==> src/rtl/assert_macros.svh <==
// Assertion helpers shared by the RTL; each expects clk and rst_n in scope.
`ifndef ASSERT_MACROS_SVH
`define ASSERT_MACROS_SVH

// Check a property at every rising edge outside reset.
`define ASSERT_CLKED(lbl, prop, msg) \
  lbl: assert property (@(posedge clk) disable iff (!rst_n) (prop)) else $error(msg);

// Flag a condition that must never be seen outside reset.
`define ASSERT_NEVER(lbl, cond, msg) \
  `ASSERT_CLKED(lbl, !(cond), msg)

`endif

==> src/rtl/trpe_pkg.sv <==
package trpe_pkg;

  // Kind of the last symbol handled in the current vector
  typedef enum logic [1:0] {
    KIND_NONE = 2'd0,
    KIND_DATA = 2'd1,
    KIND_MISS = 2'd2
  } kind_t;

  // A missing run is emitted as soon as its count reaches this value
  localparam logic [6:0] RUN_SPLIT = 7'd126;

  // Last pair slot of a packed byte (bits 1..0)
  localparam logic [1:0] SLOT_LAST = 2'd3;

  // Result queue geometry; depth is a power of two, at least two
  localparam int Q_DEPTH = 4;
  localparam int Q_AW    = $clog2(Q_DEPTH);
  localparam int Q_LW    = $clog2(Q_DEPTH + 1);

  typedef struct packed {
    logic [7:0] pack;
    logic [1:0] slot;
    logic [6:0] cnt;
    kind_t      kind;
  } enc_state_t;

  typedef struct packed {
    logic [7:0] code_byte;
    logic       final_res;
  } res_t;

  // Results produced by one symbol, in output order
  typedef struct packed {
    logic [1:0] n;
    res_t       res0;
    res_t       res1;
  } emit_t;

  // Queue status seen by the input stage
  typedef struct packed {
    logic [Q_LW-1:0] level;
    logic            room;
  } q_stat_t;

endpackage

==> src/rtl/trpe_step.sv <==
module trpe_step (
  input  logic           clk,
  input  logic           rst_n,
  input  logic           step_en,
  input  logic [7:0]     symbol,
  input  logic           end_of_vector,
  output trpe_pkg::emit_t emit
);
  import trpe_pkg::*;

  enc_state_t st_r;
  enc_state_t st_nxt;
  enc_state_t st_aft;
  logic       is_data;
  logic [1:0] pair;
  logic [7:0] pack_new;
  logic [6:0] cnt_inc;
  logic       a_v;
  logic       b_v;
  logic       c_v;
  logic [7:0] a_byte;
  logic [7:0] b_byte;
  logic [7:0] c_byte;
  logic [1:0] n_all;

  // Work out the bytes caused by one symbol and the state it leaves
  always_comb begin
    is_data = (symbol[7:1] == 7'd0);
    pair    = {1'b1, symbol[0]};
    case (st_r.slot)
      2'd0:    pack_new = st_r.pack | {pair, 6'b0};
      2'd1:    pack_new = st_r.pack | {2'b0, pair, 4'b0};
      2'd2:    pack_new = st_r.pack | {4'b0, pair, 2'b0};
      default: pack_new = st_r.pack | {6'b0, pair};
    endcase
    cnt_inc = st_r.cnt + 7'd1;
    st_aft  = st_r;

    if (is_data) begin
      // close a pending missing run, then add the pair
      a_v         = (st_r.kind == KIND_MISS) && (st_r.cnt != 7'd0);
      a_byte      = {1'b0, st_r.cnt};
      b_v         = (st_r.slot == SLOT_LAST);
      b_byte      = pack_new;
      st_aft.cnt  = a_v ? 7'd0 : st_r.cnt;
      st_aft.pack = b_v ? 8'd0 : pack_new;
      st_aft.slot = st_r.slot + 2'd1;
      st_aft.kind = KIND_DATA;
      c_v         = end_of_vector && (st_aft.pack != 8'd0);
      c_byte      = st_aft.pack;
    end else begin
      // close a partly filled byte, then extend the run
      a_v         = (st_r.kind == KIND_DATA) && (st_r.pack != 8'd0);
      a_byte      = st_r.pack;
      st_aft.pack = a_v ? 8'd0 : st_r.pack;
      st_aft.slot = a_v ? 2'd0 : st_r.slot;
      b_v         = (cnt_inc >= RUN_SPLIT);
      b_byte      = {1'b0, cnt_inc};
      st_aft.cnt  = b_v ? 7'd0 : cnt_inc;
      st_aft.kind = KIND_MISS;
      c_v         = end_of_vector && (st_aft.cnt != 7'd0);
      c_byte      = {1'b0, st_aft.cnt};
    end

    n_all = {1'b0, a_v} + {1'b0, b_v} + {1'b0, c_v};

    // Order the results; the last one of a vector carries the final mark
    emit.n              = step_en ? n_all : 2'd0;
    emit.res0.code_byte = a_v ? a_byte : (b_v ? b_byte : c_byte);
    emit.res0.final_res = end_of_vector && (n_all == 2'd1);
    emit.res1.code_byte = (a_v && b_v) ? b_byte : c_byte;
    emit.res1.final_res = end_of_vector;

    // End of vector returns everything to reset
    if (end_of_vector) begin
      st_nxt = '{pack: 8'd0, slot: 2'd0, cnt: 7'd0, kind: KIND_NONE};
    end else begin
      st_nxt = st_aft;
    end
  end

  // Hold encoder state, advance on each processed symbol
  always_ff @(posedge clk) begin
    if (!rst_n) begin
      st_r <= '{pack: 8'd0, slot: 2'd0, cnt: 7'd0, kind: KIND_NONE};
    end else if (step_en) begin
      st_r <= st_nxt;
    end
  end

endmodule

==> src/rtl/trpe_res_queue.sv <==
module trpe_res_queue (
  input  logic              clk,
  input  logic              rst_n,
  input  trpe_pkg::emit_t   emit,
  output trpe_pkg::q_stat_t stat,
  output logic              out_valid,
  input  logic              out_ready,
  output logic [7:0]        out_code_byte,
  output logic              out_final_res
);
  import trpe_pkg::*;

  res_t            mem_r [Q_DEPTH];
  logic [Q_AW-1:0] wr_r;
  logic [Q_AW-1:0] rd_r;
  logic [Q_LW-1:0] level_r;
  logic [Q_AW-1:0] wr_nxt;
  logic [Q_AW-1:0] rd_nxt;
  logic [Q_LW-1:0] level_nxt;
  logic            pop;

  // Present the oldest result
  assign out_valid     = (level_r != '0);
  assign out_code_byte = mem_r[rd_r].code_byte;
  assign out_final_res = mem_r[rd_r].final_res;
  assign pop           = out_valid && out_ready;

  // Room for the largest burst one symbol can push
  assign stat.level = level_r;
  assign stat.room  = (level_r <= Q_LW'(Q_DEPTH - 2));

  assign wr_nxt    = wr_r + Q_AW'(emit.n);
  assign rd_nxt    = rd_r + Q_AW'(pop);
  assign level_nxt = level_r + Q_LW'(emit.n) - Q_LW'(pop);

  // Store up to two results per cycle
  always_ff @(posedge clk) begin
    if (emit.n != 2'd0) begin
      mem_r[wr_r] <= emit.res0;
    end
    if (emit.n == 2'd2) begin
      mem_r[wr_r + Q_AW'(1)] <= emit.res1;
    end
  end

  // Advance pointers and fill level
  always_ff @(posedge clk) begin
    if (!rst_n) begin
      wr_r    <= '0;
      rd_r    <= '0;
      level_r <= '0;
    end else begin
      wr_r    <= wr_nxt;
      rd_r    <= rd_nxt;
      level_r <= level_nxt;
    end
  end

endmodule

==> src/rtl/ternary_run_pack_encoder.sv <==
// Ternary run/pack encoder. Takes one symbol per transaction (0 or 1 is data,
// any other value is missing) and returns compressed code bytes: data packed
// four to a byte as flag/value pairs from bit 7 down, missing runs as a byte
// with bit 7 clear and a 7-bit count that splits at 126. end_of_vector
// flushes what is pending and marks the last byte with final_res. A symbol
// is accepted every cycle while the queue has room; it is held in the input
// register, then encoded into a four-entry result queue, whose oldest byte
// is presented at the output. A symbol yields zero, one or two bytes; the
// output drains one byte per cycle while out_ready is high, so sustained
// rate is one symbol per cycle as long as symbols average no more than one
// byte, and the input stalls while the queue cannot take a two-byte burst.
`include "assert_macros.svh"

module ternary_run_pack_encoder (
  input  logic       clk,
  input  logic       rst_n,
  input  logic       in_valid,
  output logic       in_ready,
  input  logic [7:0] in_symbol,
  input  logic       in_end_of_vector,
  output logic       out_valid,
  input  logic       out_ready,
  output logic [7:0] out_code_byte,
  output logic       out_final_res
);
  import trpe_pkg::*;

  logic       in_vld_r;
  logic [7:0] in_sym_r;
  logic       in_eov_r;
  logic       fire;
  emit_t      step_emit;
  q_stat_t    q_stat;

  // Process the held symbol when the queue has room for a burst
  assign fire     = in_vld_r && q_stat.room;
  assign in_ready = !in_vld_r || fire;

  // Input register
  always_ff @(posedge clk) begin
    if (!rst_n) begin
      in_vld_r <= 1'b0;
    end else if (in_ready) begin
      in_vld_r <= in_valid;
    end
  end

  always_ff @(posedge clk) begin
    if (in_ready && in_valid) begin
      in_sym_r <= in_symbol;
      in_eov_r <= in_end_of_vector;
    end
  end

  trpe_step u_step (
    .clk           (clk),
    .rst_n         (rst_n),
    .step_en       (fire),
    .symbol        (in_sym_r),
    .end_of_vector (in_eov_r),
    .emit          (step_emit)
  );

  trpe_res_queue u_queue (
    .clk           (clk),
    .rst_n         (rst_n),
    .emit          (step_emit),
    .stat          (q_stat),
    .out_valid     (out_valid),
    .out_ready     (out_ready),
    .out_code_byte (out_code_byte),
    .out_final_res (out_final_res)
  );

  // A vector always closes with at least one byte
  `ASSERT_CLKED(a_eov_emits, fire && in_eov_r |-> step_emit.n != 2'd0,
                "end of vector produced no byte")
  // One symbol never yields three bytes
  `ASSERT_NEVER(a_no_triple, step_emit.n == 2'd3, "symbol produced three bytes")
  // Queue never overfills
  `ASSERT_NEVER(a_q_bound, q_stat.level > Q_LW'(Q_DEPTH), "result queue overflow")

endmodule
==> config.mk <==
export PLATFORM = sky130hd
export DESIGN_NAME = ternary_run_pack_encoder
export DESIGN_NICKNAME = d
export VERILOG_FILES = /design/src/rtl/trpe_pkg.sv /design/src/rtl/trpe_step.sv /design/src/rtl/trpe_res_queue.sv /design/src/rtl/ternary_run_pack_encoder.sv
export VERILOG_INCLUDE_DIRS = /design/src /design/src/rtl
export SDC_FILE = /design/constraint.sdc
export NUM_CORES = 1
export LEC_CHECK = 0
export BUFFER_PORTS_ARGS = -buffer_cell sky130_fd_sc_hd__buf_2
export CELL_PAD_IN_SITES_DETAIL_PLACEMENT = 0
export CELL_PAD_IN_SITES_GLOBAL_PLACEMENT = 1
export CORE_MARGIN = 4
export CORE_UTILIZATION = 50
export CTS_CLUSTER_DIAMETER = 200
export CTS_CLUSTER_SIZE = 30
export DETAILED_ROUTE_END_ITERATION = 7
export PLACE_DENSITY = 0.91
export SYNTH_ARGS = -nofsm -noshare
export SYNTH_HDL_FRONTEND = slang
export SYNTH_HIERARCHICAL = 1
export SYNTH_SLANG_ARGS = --single-unit
==> constraint.sdc <==
create_clock -name clk -period 6.43 [get_ports clk]
set_input_delay 0.3215 -clock clk [delete_from_list [all_inputs] [get_ports clk]]
set_output_delay 0.3215 -clock clk [all_outputs]
set_load 0.01 [all_outputs]
==> results of run 1 <==
sequential cells by signal, summed over array words and instances, names as in the netlist:
| signal | count |
|---|---|
| in_sym_r | 8 |
| in_vld_r | 1 |
| u_queue/level_r | 3 |
| u_step/st_r | 19 |
| in_eov_r | 1 |
| u_queue/rd_r | 2 |
| u_queue/wr_r | 2 |
| u_queue/mem_r | 36 |
where the power goes:
group	switching (mW)	total (mW)	internal (mW)
logic	0.0873	0.201	0.114
registers	0.0389	0.554	0.515
clock network	0.178	0.319	0.141
total	0.304	1.07	0.770
cell usage after synthesis, types with 6 or more instances:
master | instances | area share
inv_1 | 12 | 0.010
nor3_1 | 7 | 0.0079
a21oi_1 | 10 | 0.011
o22ai_1 | 8 | 0.011
nor4_1 | 7 | 0.0099
nor2b_1 | 13 | 0.018
xnor2_1 | 7 | 0.014
clkbuf_1 | 9 | 0.0076
mux2_2 | 28 | 0.071
o21ai_1 | 7 | 0.0079
o211ai_1 | 6 | 0.010
mux2i_1 | 10 | 0.023
mux4_2 | 10 | 0.051
dfxtp_1 | 27 | 0.12
buf_2 | 11 | 0.012
nor2_1 | 29 | 0.025
nand3_1 | 8 | 0.0091
nand2_1 | 18 | 0.015
o21ai_0 | 6 | 0.0068
nand2b_1 | 7 | 0.0099
and2_1 | 6 | 0.0085
mux2_4 | 9 | 0.031
ha_1 | 10 | 0.028
edfxtp_1 | 45 | 0.31
how the worst max path moves through the flow:
stage	startpoint	endpoint	slack, ps	cells past startpoint
final	u_step/st_r[9]	u_queue/mem_r[3][4]	1850	11
after global routing	u_step/st_r[9]	u_queue/mem_r[3][4]	1560	11
after CTS	u_step/st_r[9]	u_queue/mem_r[3][4]	1850	11
after detailed placement	u_step/st_r[9]	u_queue/mem_r[3][6]	1850	11
after global placement	u_step/st_r[9]	u_queue/mem_r[3][6]	2020	11
after floorplan	u_step/st_r[9]	u_queue/mem_r[0][0]	2250	13
layer usage:
metal | wire, microns | share of wire | GRT usage
met1 | 4270 | 0.44 | 0.253
met3 | 503 | 0.052 | 0.0382
met2 | 4740 | 0.49 | 0.323
met5 | 0 | 0 | 0
met4 | 104 | 0.011 | 0.0444
cell families after synthesis:
group | share of synthesized area
muxes | 0.175
adders and majority gates | 0.0373
AOI/OAI and AO/OA | 0.137
xor gates and xnor gates | 0.0280
buffers and inverters | 0.0421
DFF | 0.428
and+or+nand+nor | 0.152
layout make-up:
cell class                      count  area share
Tap cell                          108      0.0285
Clock inverter                      6     0.00923
Timing Repair Buffer               27      0.0306
Sequential cell                    72       0.399
Inverter                           15      0.0119
Multi-Input combinational cell    277       0.494
Clock buffer                       10      0.0269
==> metrics.md, run 1 <==
| Metric | Value |
|---|---|
| Status | complete, no violations |
| Setup crit end kind | flop |
| Max Cap Violations | 0 |
| Crit Path Category | flop to flop |
| DRC viols | 0 |
| Leak | around 1.7 nW |
| Clock Pin Slew Worst Setup and Hold Paths | 80 ps |
| Design area | 0.00475 sq mm |
| CTS Root Cell | clkbuf_8 |
| Storage element area | 0.00189 sq mm |
| Fill cell count | between 700 and 800 |
| H-tree Lvls | 3 |
| Hold/Removal Path Class | primary input to flop |
| CP most frequent cell | nor2b_1 |
| CP Buf/Inv Count | 1 |
| I/O pin total | 24 |
| P&R area growth vs syn | 7.27% |
| Rel. slew slack | 0.402 |
| GR Overflow Total | 0 |
| Slowest stage delay, CP | a little over 700 ps |
| DP Area | roughly 0.0046 sq mm |
| Unrepaired setup endpoints after global routing | false |
| Fin Hold WS | 151 ps |
| DR WL/cell | 18.7 microns |
| # diodes | 0 |
| Top FF cell, synth | edfxtp_1 |
| Final TNS setup | 0 ps |
| Clk buf depth | 2 |
| First-pass GRT wire length | 15.2 mm |
| Crit-path leading delay family | simple AND/OR/NAND/NOR gates |
| Post-Synthesis Cells | 389 |
| Antenna violations before repair | 0 |
| Synthesized area per cell | between 10 and 15 sq um |
| Slowest-stage cell, CP | nor2b_1 |
| Critical Path Fanout Max | 11 |
| Crit path cell chain | inv_1 -> ha_1 -> or4_4 -> o211ai_1 -> and3_1 -> o2bb2ai_1 -> a2bb2oi_1 -> fa_1 -> nor2b_1 -> mux2i_1 -> nor2b_1 |
| Largest net degree at the start of global routing | 30 |
| HP Start | in_symbol[1] |
| Initial Util | 0.510 |
| Worst flop-to-flop path startpoint | u_step/st_r[9] |
| Synth Net Count | 414 |
| Pre-CTS setup slack | between 1500 and 2000 ps |
| Fin. Hold Viols | 0 |
| Footprint of the multi-input gates | 0.00235 sq mm |
| Routability Congestion | about 0.9 |
| Sequential share of the synthesized area | 0.428 |
| Post-CTS setup buffer count | 0 |
| Most frequent cells in the layout | 45 x edfxtp_1, 29 x nor2_1, 28 x mux2_2 |
| Core ar. | just under 0.009 sq mm |
| Total CTS buffers | 9 |
| Number of global-route vias before repair | 2851 |
| Yosys reg bits | 72 |
| Worst endpoint required time | 6400 ps |
| Netlist cell types | slightly above 70 |
| Highest Clock Rate | 0.218 GHz |
| Arr. time, crit path | 4560 ps |
| Commonest non-fill, non-tap cell in the layout | edfxtp_1 |
| Dpl hpwl | 6.98 mm |
| DRT Pass-1 Iters | 5 |
| Register-to-Register Path Depth | 11 |
| Synth async-reset ratio | 0 |
| R2R Path End | u_queue/mem_r[3][4] |
| Total placed cells including tap cells | 499 |
| Synthesized cell area | about 0.0044 sq mm |
| Via/cell ratio | 6.10 |
| I/O Buffers | 23 |
| Setup violators final | 0 |
| GRT Total Usage | 0.191 |
| Max Slew Vio Count | 0 |
| Layout cell share with drive strength beyond 1 | 0.278 |
| Clock Sinks | 72 |
| Clk Latency, worst-skew pair | about 350 ps |
| Layout Cells excl Fill | around 520 |
| Total power | 1.07 mW |
| R2r setup slk | about 1800 ps |
| Die width | about 100 microns |
| Post-route ant nets | 0 |
| Nets@finish | 427 |
| DIE HEIGHT | 102 microns |
| DRT iter0 DRCs | 243 |
| Pwr Density | between 200 and 250 mW/mm^2 |
| Die ar. | between 0.01 and 0.015 sq mm |
| Final setup margin | 1850 ps |
| Fin util | 0.547 |
| Post-synth EDFFs | 45 |
| WHS Path Cells | 1 |
| Worst Hold End | in_sym_r[1] |
| Tcrit/Tclk final | 0.713 |
| Via count | 3140 |
| YS warnings | 6 |
| Clock Skew | 11.3 ps |
| Peak supply drop | approximately 0.15 mV |
| Clock period minus final worst setup slack | 4580 ps |
| Worst setup SP type | flop |
| Rows | 34 |
| CTS resizes | 0 |
| CTS tree | done |
| Hold Buf Count CTS | 0 |
| Slew @ Worst Pin | 893 ps |
| Final WL | 9.63 mm |
Note: power is estimated with default switching activity, not from simulation.
==> run 2: changes to the inputs <==
Clock period 6.43 ns to 4.6 ns, I/O delays scaled along.
==> metrics.md, run 2 (synthesis gave the netlist of run 1 again) <==
| Metric | Value |
|---|---|
| I/O pin total | 24 (unchanged) |
| Status | complete, no violations |
| Antenna violations before repair | 0 (unchanged) |
| Clock Pin Slew Worst Setup and Hold Paths | 80 ps (about the same) |
| Fill cell count | 772 (+0.13%) |
| # diodes | 0 (unchanged) |
| Die ar. | 0.0104 sq mm (unchanged) |
| Pwr Density | 331 mW/mm^2 (+46%) |
| Worst endpoint required time | 4650 ps (-1750 ps) |
| Core ar. | 0.00868 sq mm (unchanged) |
| R2R Path End | u_queue/mem_r[0][7] |
| Switch share | 0.263 (-0.0201) |
| Clock Sinks | 72 (unchanged) |
| P&R area growth vs syn | 9.33% |
| Max Slew Vio Count | 0 (unchanged) |
| Layout cell share with drive strength beyond 1 | 0.288 (+0.0105) |
| Largest register FFs | 36 (unchanged) |
| Post-route ant nets | 0 (unchanged) |
| Post-CTS setup buffer count | 0 (unchanged) |
| Top Registers | u_queue/mem_r (36), u_step/st_r (19), in_sym_r (8) |
| Worst Hold End | in_sym_r[1] |
| Clk buf depth | 2 (unchanged) |
| Critical Path Fanout Max | 10 (-1) |
| Rel. slew slack | 0.481 (+0.0790) |
| GRT Total Usage | 0.196 (+0.00562) |
| CTS Root Cell | clkbuf_8 |
| Setup crit end kind | flop |
| DR WL/cell | 18.7 microns (+0.31%) |
| Commonest non-fill, non-tap cell in the layout | edfxtp_1 |
| Hold/Removal Path Class | primary input to flop |
| Worst flop-to-flop path startpoint | u_step/st_r[2] |
| Largest net degree at the start of global routing | 30 (unchanged) |
| Final WL | 9.77 mm (+1.5%) |
| Dpl hpwl | 7.22 mm (+3.4%) |
| Tcrit/Tclk final | 0.907 (+0.194) |
| Sequential share of power | 0.483 (-0.033) |
| Unrepaired setup endpoints after global routing | false |
| Combinational power share | 0.178 (-0.009) |
| DRC viols | 0 (unchanged) |
| Peak supply drop | 0.188 mV (+28%) |
| I/O Buffers | 23 (unchanged) |
| Hold Buf Count CTS | 0 (unchanged) |
| First-pass GRT wire length | 15.7 mm (+3.7%) |
| Rows | 34 (unchanged) |
| Crit Path Category | flop to flop |
| R2r setup slk | 430 ps (-1420 ps) |
| Clock Power Share | 0.339 (+0.042) |
| WHS Path Cells | 1 (unchanged) |
| Register-to-Register Path Depth | 11 (unchanged) |
| Design area | 0.00484 sq mm (+1.9%) |
| Final TNS setup | 0 ps (unchanged) |
| Via count | 3141 (+0.032%) |
| Fin Hold WS | 53.4 ps (-97.1 ps) |
| Setup violators final | 0 (unchanged) |
| DP Area | 0.00462 sq mm (+0.98%) |
| Leak | 1.75 nW (+3.2%) |
| Die width | 102 microns (unchanged) |
| Net Switching | 0.420 mW (+38%) |
| Worst setup SP type | flop |
| Nets@finish | 433 (+1.4%) |
| Most frequent cells in the layout | 45 x edfxtp_1, 29 x nor2_1, 28 x mux2_2 |
| Slew @ Worst Pin | 775 ps (-118 ps) |
| Number of global-route vias before repair | 3068 (+7.6%) |
| Clock period minus final worst setup slack | 4170 ps (-412 ps) |
| CTS tree | done |
| DRT iter0 DRCs | 303 (+25%) |
| Via/cell ratio | 6.03 (-1.1%) |
| Highest Clock Rate | 0.240 GHz (+9.9%) |
| DIE HEIGHT | 102 microns (unchanged) |
| HP Start | in_symbol[1] |
| H-tree Lvls | 3 (unchanged) |
| CTS resizes | 0 (unchanged) |
| Fin. Hold Viols | 0 (unchanged) |
| Arr. time, crit path | 4220 ps (-340 ps) |
| Clk Latency, worst-skew pair | 350 ps (about the same) |
| Clock Skew | 9.62 ps (-1.70 ps) |
| DRT Pass-1 Iters | 5 (unchanged) |
| Reg with most FFs | u_queue/mem_r |
| Initial Util | 0.510 (unchanged) |
| Total CTS buffers | 9 (unchanged) |
| Pint | 1.18 mW (+53%) |
| GR Overflow Total | 0 (unchanged) |
| Routability Congestion | 0.943 (+2.1%) |
| Max Cap Violations | 0 (unchanged) |
[run 2: critical path: stages (launching register included)]
cell      delay [ps]
dfxtp_1          520
ha_1             430
nand3_1          190
nor2_2           220
xnor2_1          170
nor3_1           240
a21oi_1          100
fa_1             420
nor2b_1          480
nand4b_1         620
o31ai_1          230
buf_4            240
[run 2: worst max-delay path by stage]
stage                         from                   to  slack, ps  depth (start not counted)
finish              u_step/st_r[2]  u_queue/mem_r[0][7]        430                         11
detailed placement  u_step/st_r[2]  u_queue/mem_r[0][4]        520                         11
global route        u_step/st_r[2]  u_queue/mem_r[0][7]         70                         11
floorplan           u_step/st_r[9]  u_queue/mem_r[0][0]        420                         13
CTS                 u_step/st_r[2]  u_queue/mem_r[0][7]        450                         11
global placement    u_step/st_r[2]  u_queue/mem_r[0][4]        670                         11
[run 2: layer usage]
layer / GRT usage / routed length [microns] / share of wire / vias to the layer above
met2: 0.321 / 4720 / 0.48 / 115
met1: 0.262 / 4300 / 0.44 / 1495
met5: 0 / 0 / 0 / -
met4: 0.0686 / 194 / 0.020 / 0
li1: - / - / - / 1509
met3: 0.0375 / 548 / 0.056 / 22
[run 2: metrics by stage]
step | std cells | utilization | total power, mW | setup slack [ps]
after floorplan | 389 | - | 0.995 | 417
after global placement | 505 | 0.532 | 1.06 | 665
after detailed placement | 505 | 0.532 | 1.08 | 517
after CTS | 521 | 0.557 | 1.61 | 455
after global routing | 521 | 0.557 | 1.67 | 73.0
final | 521 | 0.557 | 1.60 | 430
[run 2: area by class of cell]
cell class	count	area, sq um	share of cell area
Clock buffer	12	166	0.0344
Clock inverter	4	51.3	0.0106
Tap cell	108	135	0.0279
Timing Repair Buffer	33	190	0.0393
Multi-Input combinational cell	277	2350	0.485
Inverter	15	56.3	0.0116
Sequential cell	72	1890	0.391
[run 2: power groups by stage]
stage | logic (mW) | clock network, mW | registers (mW)
floorplan | 0.239 | 0 | 0.756
global placement | 0.276 | 0 | 0.784
detailed placement | 0.288 | 0 | 0.788
CTS | 0.289 | 0.549 | 0.773
global route | 0.310 | 0.582 | 0.780
finish | 0.285 | 0.542 | 0.772
